### src/design/cbp_pkg.sv
// Shared types, constants and helpers for the COMPAX bitmap-to-positions decoder.
package cbp_pkg;

   localparam int unsigned WORD_BITS  = 32;
   localparam int unsigned GROUP_BITS = 31;
   localparam int unsigned COUNT_BITS = 29;
   localparam int unsigned BYTE_BITS  = 8;
   localparam int unsigned INDEX_BITS = 5;

   localparam logic [WORD_BITS-1:0] POS_MAX = '1;

   // Flag codes in bits 30..29 of a non-literal word
   localparam logic [1:0] FLAGS_ZERO_FILL = 2'b00;
   localparam logic [1:0] FLAGS_LFL       = 2'b01;
   localparam logic [1:0] FLAGS_FLF       = 2'b10;
   localparam logic [1:0] FLAGS_FLF_ALT   = 2'b11;

   typedef enum logic [2:0] {
      ST_IDLE,
      ST_FILL_A,
      ST_LIT_A,
      ST_FILL_B,
      ST_LIT_B
   } state_type;

   // Controller to datapath
   typedef struct packed {
      logic load;      // capture a new word
      logic fill_a;    // advance by the first fill count
      logic fill_b;    // advance by the second fill count, stage literal B
      logic lit_step;  // one literal step: emit lowest bit and/or advance a group
      logic phase_b;   // literal step belongs to literal B
   } cmd_type;

   // Datapath to controller
   typedef struct packed {
      logic has_la;
      logic has_fb;
      logic has_lb;
      logic lit_empty;   // no set bit left in the current literal
      logic lit_single;  // at most one set bit left
      logic out_free;    // output register can take a beat this cycle
   } sts_type;

   // Byte literal placed at a byte offset inside a 31-bit group; bit 31 drops out
   function automatic logic [GROUP_BITS-1:0] placed_lit(logic [BYTE_BITS-1:0] lit_byte,
                                                        logic [1:0] offset);
      logic [WORD_BITS-1:0] shifted;
      shifted = {{(WORD_BITS-BYTE_BITS){1'b0}}, lit_byte} << {offset, 3'b000};
      return shifted[GROUP_BITS-1:0];
   endfunction

endpackage

### src/design/cbp_ctrl.sv
// Sequencing state machine: walks each word through its fill and literal segments.
module cbp_ctrl (
   input  logic             clock,
   input  logic             reset,
   input  logic             req_tvalid,
   output logic             req_tready,
   input  cbp_pkg::sts_type sts,
   output cbp_pkg::cmd_type cmd
);
   import cbp_pkg::*;

   state_type state_ff, state_in;

   // State register
   always_ff @(posedge clock) begin
      if (reset) begin
         state_ff <= ST_IDLE;
      end else begin
         state_ff <= state_in;
      end
   end

   // Next state and commands
   always_comb begin
      state_in   = state_ff;
      cmd        = '0;
      req_tready = 1'b0;
      unique case (state_ff)
         ST_IDLE: begin
            req_tready = 1'b1;
            if (req_tvalid) begin
               cmd.load = 1'b1;
               state_in = ST_FILL_A;
            end
         end
         ST_FILL_A: begin
            cmd.fill_a = 1'b1;
            state_in   = sts.has_la ? ST_LIT_A : ST_IDLE;
         end
         ST_LIT_A: begin
            // an empty literal only advances, so it needs no output slot
            cmd.lit_step = sts.lit_empty || sts.out_free;
            if (cmd.lit_step && sts.lit_single) begin
               state_in = sts.has_fb ? ST_FILL_B : ST_IDLE;
            end
         end
         ST_FILL_B: begin
            cmd.fill_b = 1'b1;
            state_in   = sts.has_lb ? ST_LIT_B : ST_IDLE;
         end
         ST_LIT_B: begin
            cmd.phase_b  = 1'b1;
            cmd.lit_step = sts.lit_empty || sts.out_free;
            if (cmd.lit_step && sts.lit_single) begin
               state_in = ST_IDLE;
            end
         end
         default: begin
            state_in = ST_IDLE;
         end
      endcase
   end

endmodule

### src/design/cbp_datapath.sv
// Word decode, running position, bit search and output register.
module cbp_datapath (
   input  logic                             clock,
   input  logic                             reset,
   input  logic [cbp_pkg::WORD_BITS-1:0]    code_word,
   input  logic                             first_word,
   input  cbp_pkg::cmd_type                 cmd,
   output cbp_pkg::sts_type                 sts,
   output logic                             rsp_valid,
   input  logic                             rsp_ready,
   output logic [cbp_pkg::WORD_BITS-1:0]    rsp_position,
   output logic                             rsp_last,
   output logic                             rsp_overflow
);
   import cbp_pkg::*;

   // Decoded segments of the current word
   logic [COUNT_BITS-1:0] fa_ff, fa_in;
   logic [BYTE_BITS-1:0]  fb_ff, fb_in;
   logic [GROUP_BITS-1:0] la_in;
   logic [GROUP_BITS-1:0] lb_ff, lb_in;
   logic                  has_la_ff, has_la_in;
   logic                  has_fb_ff, has_fb_in;
   logic                  has_lb_ff, has_lb_in;

   // Running state and remaining literal bits
   logic [WORD_BITS-1:0]  rp_ff, rp_in;
   logic                  ovf_ff, ovf_in;
   logic [GROUP_BITS-1:0] rem_ff, rem_in;

   // Output register
   logic                  valid_ff, valid_in;
   logic [WORD_BITS-1:0]  pos_ff, pos_in;
   logic                  last_ff, last_in;
   logic                  oflag_ff, oflag_in;

   logic [COUNT_BITS-1:0]   grp;
   logic [COUNT_BITS+5:0]   adv_amt;
   logic [COUNT_BITS+5:0]   adv_sum;
   logic                    adv_ovf;
   logic                    advance_now;
   logic [INDEX_BITS-1:0]   idx;
   logic [GROUP_BITS-1:0]   rem_clr;
   logic [WORD_BITS:0]      emit_sum;
   logic                    emit_ovf;
   logic                    emit;
   logic                    out_free;

   // Word decode into fill A, literal A, fill B, literal B
   always_comb begin
      fa_in     = '0;
      fb_in     = '0;
      la_in     = '0;
      lb_in     = '0;
      has_la_in = 1'b0;
      has_fb_in = 1'b0;
      has_lb_in = 1'b0;
      if (code_word[WORD_BITS-1]) begin
         la_in     = code_word[GROUP_BITS-1:0];
         has_la_in = 1'b1;
      end else begin
         case (code_word[30:29]) inside
            FLAGS_ZERO_FILL: begin
               fa_in = code_word[COUNT_BITS-1:0];
            end
            FLAGS_LFL: begin
               la_in     = placed_lit(code_word[23:16], code_word[28:27]);
               fb_in     = code_word[15:8];
               lb_in     = placed_lit(code_word[7:0], code_word[26:25]);
               has_la_in = 1'b1;
               has_fb_in = 1'b1;
               has_lb_in = 1'b1;
            end
            FLAGS_FLF, FLAGS_FLF_ALT: begin
               fa_in     = {{(COUNT_BITS-BYTE_BITS){1'b0}}, code_word[23:16]};
               la_in     = placed_lit(code_word[15:8], code_word[28:27]);
               fb_in     = code_word[7:0];
               has_la_in = 1'b1;
               has_fb_in = 1'b1;
            end
         endcase
      end
   end

   // Advance by groups * 31 with saturation
   always_comb begin
      if (cmd.fill_a) begin
         grp = fa_ff;
      end else if (cmd.fill_b) begin
         grp = {{(COUNT_BITS-BYTE_BITS){1'b0}}, fb_ff};
      end else begin
         grp = COUNT_BITS'(1);
      end
      adv_amt = {1'b0, grp, 5'b00000} - {6'b000000, grp};
      adv_sum = {3'b000, rp_ff} + adv_amt;
      adv_ovf = (adv_sum[COUNT_BITS+5:WORD_BITS] != '0);
   end

   // Lowest set bit of the remaining literal
   always_comb begin
      idx = '0;
      for (int k = GROUP_BITS - 1; k >= 0; k--) begin
         if (rem_ff[k]) begin
            idx = INDEX_BITS'(k);
         end
      end
      rem_clr  = rem_ff & (rem_ff - GROUP_BITS'(1));
      emit_sum = {1'b0, rp_ff} + {{(WORD_BITS+1-INDEX_BITS){1'b0}}, idx};
      emit_ovf = emit_sum[WORD_BITS];
   end

   assign out_free    = !valid_ff || rsp_ready;
   assign emit        = cmd.lit_step && (rem_ff != '0);
   assign advance_now = cmd.fill_a || cmd.fill_b || (cmd.lit_step && (rem_clr == '0));

   // Running position, overflow and literal bits
   always_comb begin
      rp_in  = rp_ff;
      ovf_in = ovf_ff;
      rem_in = rem_ff;
      if (cmd.load) begin
         if (first_word) begin
            rp_in  = '0;
            ovf_in = 1'b0;
         end
         rem_in = la_in;
      end else begin
         if (advance_now) begin
            rp_in = adv_ovf ? POS_MAX : adv_sum[WORD_BITS-1:0];
         end
         ovf_in = ovf_ff | (emit && emit_ovf) | (advance_now && adv_ovf);
         if (cmd.fill_b) begin
            rem_in = lb_ff;
         end else if (emit) begin
            rem_in = rem_clr;
         end
      end
   end

   // Output beat formation
   always_comb begin
      valid_in = valid_ff && !rsp_ready;
      pos_in   = pos_ff;
      last_in  = last_ff;
      oflag_in = oflag_ff;
      if (emit) begin
         valid_in = 1'b1;
         pos_in   = emit_ovf ? POS_MAX : emit_sum[WORD_BITS-1:0];
         last_in  = (rem_clr == '0) && (cmd.phase_b || (lb_ff == '0));
         oflag_in = ovf_ff | emit_ovf;
      end
   end

   // Control registers
   always_ff @(posedge clock) begin
      if (reset) begin
         rp_ff    <= '0;
         ovf_ff   <= 1'b0;
         valid_ff <= 1'b0;
      end else begin
         rp_ff    <= rp_in;
         ovf_ff   <= ovf_in;
         valid_ff <= valid_in;
      end
   end

   // Payload registers
   always_ff @(posedge clock) begin
      rem_ff   <= rem_in;
      pos_ff   <= pos_in;
      last_ff  <= last_in;
      oflag_ff <= oflag_in;
      if (cmd.load) begin
         fa_ff     <= fa_in;
         fb_ff     <= fb_in;
         lb_ff     <= lb_in;
         has_la_ff <= has_la_in;
         has_fb_ff <= has_fb_in;
         has_lb_ff <= has_lb_in;
      end
   end

   assign sts.has_la     = has_la_ff;
   assign sts.has_fb     = has_fb_ff;
   assign sts.has_lb     = has_lb_ff;
   assign sts.lit_empty  = (rem_ff == '0);
   assign sts.lit_single = (rem_clr == '0);
   assign sts.out_free   = out_free;

   assign rsp_valid    = valid_ff;
   assign rsp_position = pos_ff;
   assign rsp_last     = last_ff;
   assign rsp_overflow = oflag_ff;

endmodule

### src/design/compax_bitmap_to_positions_core.sv
// Top level of the COMPAX bitmap-to-positions decoder.
// Usage:
//   req channel: one COMPAX code word per beat in req_tdata, req_tuser[0] set on the
//   first word of a bitmap (restarts the running position at 0 and clears overflow).
//   rsp channel: one beat per set bit, ascending; rsp_tdata is the bit position,
//   rsp_tlast marks the last position of a word, rsp_tuser[0] is the sticky overflow.
//   A word that encodes no set bit produces no beat.
// Timing: a word is taken in the idle state; the sequencer then passes the leading fill
//   state for every word, one literal step per set bit of each literal (one step for an
//   empty literal) and the second fill state. A zero fill visits idle and fill A only;
//   a literal word adds literal A, an FLF word adds literal A and fill B, and an LFL
//   word visits every state. The priority search over the literal bits emits one
//   position per cycle while the output register is free, so the set-bit count sets
//   the pace. The first position leaves in the cycle after its literal step starts.
// Reset: synchronous; clears the running position, overflow and output register.
// Stall: the output register holds one beat; while rsp_tready is low and that beat
//   waits, emitting literal steps pause. Empty steps, fills and word intake go on.
module compax_bitmap_to_positions_core (
   input  logic        clock,
   input  logic        reset,
   input  logic        req_tvalid,
   output logic        req_tready,
   input  logic [31:0] req_tdata,   // [31:0] code_word
   input  logic [0:0]  req_tuser,   // [0] first_word
   output logic        rsp_tvalid,
   input  logic        rsp_tready,
   output logic [31:0] rsp_tdata,   // [31:0] position
   output logic        rsp_tlast,   // last_of_word
   output logic [0:0]  rsp_tuser    // [0] overflow
);
   import cbp_pkg::*;

   cmd_type cmd;
   sts_type sts;
   logic    rsp_overflow;

   // Sequencer
   cbp_ctrl u_ctrl (
      .clock      (clock),
      .reset      (reset),
      .req_tvalid (req_tvalid),
      .req_tready (req_tready),
      .sts        (sts),
      .cmd        (cmd)
   );

   // Datapath
   cbp_datapath u_datapath (
      .clock        (clock),
      .reset        (reset),
      .code_word    (req_tdata),
      .first_word   (req_tuser[0]),
      .cmd          (cmd),
      .sts          (sts),
      .rsp_valid    (rsp_tvalid),
      .rsp_ready    (rsp_tready),
      .rsp_position (rsp_tdata),
      .rsp_last     (rsp_tlast),
      .rsp_overflow (rsp_overflow)
   );

   assign rsp_tuser = rsp_overflow;

   // A bit is emitted only when the output register can take it
   a_emit_has_slot: assert property (@(posedge clock) disable iff (reset)
      (cmd.lit_step && !sts.lit_empty) |-> sts.out_free)
      else $error("literal step emitted into an occupied output register");

   // An emitted bit shows up as a beat on the next cycle
   a_emit_shows: assert property (@(posedge clock) disable iff (reset)
      (cmd.lit_step && !sts.lit_empty) |=> rsp_tvalid)
      else $error("emitted position missing on rsp channel");

   // The block is busy right after taking a word
   a_busy_after_load: assert property (@(posedge clock) disable iff (reset)
      (req_tvalid && req_tready) |=> !req_tready)
      else $error("word intake while previous word still decoding");

endmodule

### config.mk
export PLATFORM = sky130hd
export DESIGN_NAME = compax_bitmap_to_positions_core
export DESIGN_NICKNAME = d
export VERILOG_FILES = /design/src/design/cbp_pkg.sv /design/src/design/cbp_ctrl.sv /design/src/design/cbp_datapath.sv /design/src/design/compax_bitmap_to_positions_core.sv
export SDC_FILE = /design/constraint.sdc
export NUM_CORES = 1
export LEC_CHECK = 0
export BUFFER_PORTS_ARGS = -buffer_cell sky130_fd_sc_hd__clkbuf_2
export CAP_MARGIN = 20
export CORE_UTILIZATION = 50
export CTS_CLUSTER_DIAMETER = 100
export CTS_CLUSTER_SIZE = 12
export DETAILED_ROUTE_END_ITERATION = 10
export HOLD_SLACK_MARGIN = 0.03
export PLACE_DENSITY = 0.73
export RECOVER_POWER = 25
export SYNTH_ARGS = -nofsm -noshare
export SYNTH_HDL_FRONTEND = slang
export SYNTH_SLANG_ARGS = --single-unit
### constraint.sdc
create_clock -name clock -period 4.5 [get_ports clock]
set_input_delay 1.35 -clock clock [delete_from_list [all_inputs] [get_ports clock]]
set_output_delay 1.35 -clock clock [all_outputs]
set_load 0.01 [all_outputs]
==> out/summary.txt, run 1 <==
PortBufs = 72
Ys flop type = edfxtp_1
Power per cell area = 388.1 nW/um^2
VDD IR-drop max = 0.0002494 V
Final WL = 30890 um
RePlAce Congestion = 0.9878
Hold_sp = u_datapath.rp_ff[10]
Asr flop ratio synth = 0%
Overflow after GRT = 0
N_diodes = 0
Die height = 154.9 um
Multi-input gate area = 6195 sq um
Final period util = 94.59%
Clock skew = 0.01543 ns
Leak = 5.220 nW
Crit path time final = 4.257 ns
Highest Clock Rate = 234.9 MHz
Rows = 55
Layout cells sized above 1 = 11.00%
Final setup fails = 0
# H-tree levels = 4
# Max-Cap Violations = 1
Kind of critical path = reg2reg
CTS max path bufs = 2
Worst path arrival time = 4.52 ns
Final Hold Vio Count = 0
Crit end category = register
Failing checks = max-capacitance violations, max-slew violations
CTS sink count = 173
Fillers = 2008
Synth top area share = 34.96%
Synth cell types = 69
Remaining DRCs = 0
Worst Max-Slew Pin Slew = 1.809 ns
RSZ-0062 raised after global routing = false
Vias in the first global route = 9000
Total number of vias = 9646
Worst Path Required = 4.76 ns
Clk root buf = clkbuf_16
Worst setup SP type = register
Top cell types by occurrence after synthesis = edfxtp_1, inv_1, a21oi_1, nand2_1, nor2_1
Syn nets = 1341
Routed WL per cell = 19.05 um
Final count of pins violating max slew = 77
Num CTS Buffers = 17
Critical path startpoint = u_ctrl.state_ff[1]
P&R area growth vs syn = 12.20%
CTS clk-pin slew, worst paths = 0.08 ns
Post-synth EDFFs = 136
Detailed Routing Iterations Pass 1 = 6
Placed cell areas = 12500 sq um
Num ports = 73
Fin nets = 1405
Clock Latency Late Sink = 0.44 ns
DRC marker count from the first detailed-route iteration = 805
Worst reg-to-reg setup slack = 0.24 ns
CTS tree = built
Worst-path fanout max = 10
FF+latch count, synth = 173
Initial antenna violation count = 0
Total track usage = 26.37%
Most numerous cell in the Yosys netlist = edfxtp_1
Cts hold-fix bufs = 0
Final core occ = 57.54%
Core area = 22780 sq um
Syn Area/Cell = 9.483 sq um
Crit Reg-Reg Startpoint = u_ctrl.state_ff[1]
Hold slack final = 0.5417 ns
Top cell type by total area after synthesis = edfxtp_1
Reg area = 4826 sq um
Max-slew headroom = -20.61%
Seq/Total Area, Yosys = 41.30%
HPWL Detailed = 23450 um
Status = finished with violations
Yosys warns = 0
Antenna-violating nets left = 0
Hold Crit Class = reg2reg
Starting Density = 51.29%
Gate count after technology mapping = 1232
Area of the die = 23980 sq um
Setup total negative slack = 0 ns
Number of vias per cell = 5.947
Mapped Area = 11680 sq um
Design Area, Final = 13110 sq um
Largest net degree at the start of global routing = 77
First-pass GRT wire length = 47990 um
Width of the chip = 154.9 um
Leading cell types by total area after synthesis = edfxtp_1, dfxtp_1, a21oi_1
[sequential cells by signal (all words and copies together) (netlist names)]
signal / count
u_datapath.rsp_overflow: 1
u_datapath.rsp_valid: 1
u_datapath.has_fb_ff: 1
u_datapath.rem_ff: 31
u_datapath.has_la_ff: 1
u_datapath.fa_ff: 29
u_ctrl.state_ff: 3
u_datapath.rsp_position: 32
u_datapath.rsp_last: 1
u_datapath.rp_ff: 32
u_datapath.lb_ff: 31
u_datapath.ovf_ff: 1
u_datapath.has_lb_ff: 1
u_datapath.fb_ff: 8
[layout by cell type (no fill, tap or decap), types with 17 or more instances in the layout]
| master | n |
|---|---|
| nand3_1 | 25 |
| ha_1 | 46 |
| nor4_1 | 17 |
| inv_1 | 125 |
| a311oi_2 | 18 |
| edfxtp_1 | 136 |
| nand2_1 | 111 |
| and2_1 | 57 |
| a21oi_1 | 115 |
| nor2_1 | 80 |
| a221oi_1 | 29 |
| xnor2_1 | 35 |
| a21o_1 | 17 |
| o21ai_0 | 41 |
| buf_4 | 26 |
| dfxtp_1 | 36 |
| clkbuf_1 | 38 |
| clkbuf_2 | 37 |
| a31oi_1 | 19 |
| fa_1 | 26 |
| clkbuf_16 | 17 |
[metrics by stage]
| step | std cells | power (mW) | setup WS, ns |
|---|---|---|---|
| global placement | 1588 | 3.547 | 0.1178 |
| finish | 1622 | 5.087 | 0.2434 |
| detailed placement | 1589 | 3.575 | 0.01613 |
| global route | 1622 | 5.343 | 0.02967 |
| floorplan | 1232 | 3.128 | 0.004984 |
| CTS | 1621 | 5.084 | 0.005973 |
[per-layer routing]
metal	share of wire, %	global-route usage, %	vias to the layer above
met2	45	41.28	451
li1	-	-	4635
met4	3.4	11.36	0
met5	0	0	-
met3	7.7	3.816	62
met1	44	36.61	4498
[where the power goes]
| part | internal (mW) | switching, mW | total [mW] |
|---|---|---|---|
| sequential | 1.89 | 0.126 | 2.01 |
| clock | 0.760 | 0.753 | 1.51 |
| combinational | 0.612 | 0.947 | 1.56 |
[critical path, stage by stage (launching register included)]
cell,delay [ns]
dfxtp_2,0.46
mux2_2,0.37
nand2_1,0.15
fa_1,0.45
ha_1,0.35
o211ai_1,0.14
o211a_1,0.27
o31a_1,0.35
o21ai_0,0.30
a21oi_1,0.11
o21ai_0,0.32
nand3_1,0.19
a41oi_4,0.25
buf_4,0.25
a311oi_1,0.11
[cell type report]
| class | count | share of cell area (%) |
|---|---|---|
| clock inverter | 15 | 1.451 |
| clock buffer | 17 | 3.246 |
| inverter | 125 | 3.580 |
| sequential | 173 | 36.82 |
| multi-input combinational | 874 | 47.26 |
| timing repair buffer | 105 | 4.658 |
| tap | 313 | 2.988 |
[path summary, 6_finish.rpt]
check,endpoint,cells after the start
max,u_datapath.rp_ff[0],14
min,u_datapath.rp_ff[10],2
max reg2reg,u_datapath.rp_ff[0],14
min reg2reg,u_datapath.rp_ff[10],2
[cell families after synthesis]
logic type,Yosys count,share of synthesized area [%]
AO/OA/AOI/OAI,344,20.79
XOR/XNOR,51,3.823
adder cells (fa/ha/maj),73,9.468
buffers and inverters,185,6.222
flip-flops,173,41.30
multiplexers,9,0.8461
AND/OR/NAND/NOR,397,17.55
[repair_timing]
action                     in CTS  in global routing
hold endpoints to repair        0                  0
setup endpoints to repair       1                 56
resized for setup               1                  7
pin swaps                       0                  1
buffers inserted                0                  1
(Power assumes the default switching activity.)
==> run 2, diff against run 1 <==
Settings changed: BUFFER_PORTS_ARGS -buffer_cell sky130_fd_sc_hd__clkbuf_2 to default, DONT_BUFFER_PORTS from default to 1, MAX_ROUTING_LAYER from default to met4, PLACE_DENSITY 0.73 to 0.71.
==> out/summary.txt, run 2 (same netlist as run 1, synthesis figures left out) <==
Status = finished clean
# Max-Cap Violations = 0 (-1)
RePlAce Congestion = 0.9522 (-3.6%)
Final period util = 94.73% (+0.14 points)
Worst Max-Slew Pin Slew = 1.013 ns (-0.7959 ns)
Final setup fails = 0 (unchanged)
Starting Density = 51.29% (unchanged)
Width of the chip = 154.9 um (unchanged)
Core area = 22780 sq um (unchanged)
Die height = 154.9 um (unchanged)
P&R area growth vs syn = 9.617%
Critical path cell sequence = nor2_1 > o31ai_1 > a21boi_0 > o31ai_1 > a211oi_1 > o311ai_0 > a211oi_1 > nor3_2 > buf_4 > fa_1 > a21o_1 > a21oi_2 > nor2b_1 > o21a_1 > nand3_2 > nor4b_4 > nand2b_1 > buf_12 > o21ai_0
Num ports = 73 (unchanged)
Num CTS Buffers = 17 (unchanged)
Worst setup SP type = register
Largest net degree at the start of global routing = 77 (unchanged)
Initial antenna violation count = 0 (unchanged)
Final Hold Vio Count = 0 (unchanged)
Placed cell areas = 12150 sq um (-2.8%)
Total track usage = 26.97% (+0.59 points)
Commonest non-fill, non-tap cells in the layout = edfxtp_1, inv_1, a21oi_1
Placed insts = 1520 (-4.3%)
Overflow after GRT = 0 (unchanged)
CTS tree = built
Design Area, Final = 12810 sq um (-2.3%)
Antenna-violating nets left = 0 (unchanged)
Remaining DRCs = 0 (unchanged)
HPWL Detailed = 22880 um (-2.4%)
Clock Latency Late Sink = 0.45 ns (about the same)
CTS max path bufs = 2 (unchanged)
Power per cell area = 382.9 nW/um^2 (-1.3%)
Rows = 55 (unchanged)
RSZ-0062 raised after global routing = true
Total number of vias = 9371 (-2.9%)
CTS clk-pin slew, worst paths = 0.07 ns (about the same)
Crit path to = u_datapath.rsp_position[20]
Worst-path fanout max = 28 (+18)
CTS sink count = 173 (unchanged)
Worst reg-to-reg setup slack = 0.24 ns (about the same)
Layout cells sized above 1 = 9.428% (-1.6 points)
Total stage count of the critical path = 19 (+5)
Worst path arrival time = 4.44 ns (-0.08 ns)
Cell family with the largest share of critical-path delay = compound AO/OA/AOI/OAI gates
Worst Path Required = 4.68 ns (-0.08 ns)
# H-tree levels = 4 (unchanged)
Routed WL per cell = 19.62 um (+3.0%)
Area of the die = 23980 sq um (unchanged)
Crit end category = register
Cts hold-fix bufs = 0 (unchanged)
Most common cell after layout, fill and taps aside = edfxtp_1
CP max-delay cell = edfxtp_1
Final WL = 30500 um (-1.3%)
Setup total negative slack = 0 ns (unchanged)
Detailed Routing Iterations Pass 1 = 8 (+2)
Kind of critical path = reg2reg
CP peak stage delay = 0.45 ns (about the same)
Crit Reg-Reg Startpoint = u_datapath.rem_ff[22]
PortBufs = 0 (-100%)
Highest Clock Rate = 234.6 MHz (-0.15%)
VDD IR-drop max = 0.0002395 V (-4.0%)
Total power = 4.904 mW (-3.6%)
Post-Layout Cell Count = 1554 (-4.2%)
Fin nets = 1337 (-4.8%)
Hold_sp = u_datapath.has_lb_ff
First-pass GRT wire length = 47590 um (-0.83%)
Leak = 4.997 nW (-4.3%)
Reg2Reg Depth = 19 (+5)
Crit path time final = 4.263 ns (+0.006394 ns)
Vias in the first global route = 8889 (-1.2%)
Hold Crit Class = reg2reg
Number of vias per cell = 6.030 (+1.4%)
DRC marker count from the first detailed-route iteration = 784 (-2.6%)
Clk root buf = clkbuf_16
Final core occ = 56.22% (-1.3 points)
Final count of pins violating max slew = 0 (-100%)
Worst R2R End = u_datapath.rsp_position[20]
Clock skew = 0.01440 ns (-0.001032 ns)
Critical path startpoint = u_datapath.rem_ff[22]
Max-slew headroom = 31.83% (+52 points)
CP bufs+invs = 2 (+1)
N_diodes = 0 (unchanged)
run 2: through the flow:
step                      setup slack, ns  hold slack, ns
after floorplan                  0.004984          0.4470
after global placement           -0.03633          0.4602
after detailed placement         -0.05960          0.4750
after CTS                         0.03012          0.4904
after global routing             -0.08438          0.5251
final                              0.2370          0.4892
run 2: worst min path at each step:
stage / end / slack (ns) / cells past startpoint
6_report: u_ctrl.state_ff[2] / 0.49 / 2
3_3_place_gp: u_ctrl.state_ff[2] / 0.46 / 2
3_5_place_dp: u_ctrl.state_ff[2] / 0.47 / 2
2_1_floorplan: u_ctrl.state_ff[2] / 0.45 / 2
4_1_cts: u_ctrl.state_ff[2] / 0.49 / 2
5_1_grt: u_ctrl.state_ff[2] / 0.53 / 2
run 2: area by class of cell:
type	count	area (sq um)
clock buffers	20	457.9
clock inverters	12	100.1
fillers	2025	9972
inverters	125	469.2
multi-input cells	874	6222
flip-flops and latches	173	4830
well taps	313	391.6
repair buffers	37	335.3
run 2: what timing repair did:
action / 4_1_cts / 5_1_grt
endpoints found under the setup margin: 37 / 66
setup buffers: 0 / 0
resized for setup: 3 / 13
pin swaps: 0 / 2
run 2: worst min-delay path: stages (launching register included):
cell and delay (ns):
edfxtp_1 0.33, a32oi_1 0.05, nor2_1 0.08
run 2: report_power, final:
part	total (mW)	internal [mW]	switching [mW]
Clock	1.44	0.753	0.684
Sequential	2.02	1.89	0.130
Combinational	1.45	0.587	0.861
Total	4.90	3.23	1.68
run 2: routing by layer:
layer / global-route usage, % / up-vias / part of all wire (%)
li1: - / 4489 / -
met1: 34.15 / 4414 / 43
met2: 42.58 / 397 / 46
met3: 6.100 / 71 / 7.8
met4: 9.430 / 0 / 2.9
met5: - / - / 0
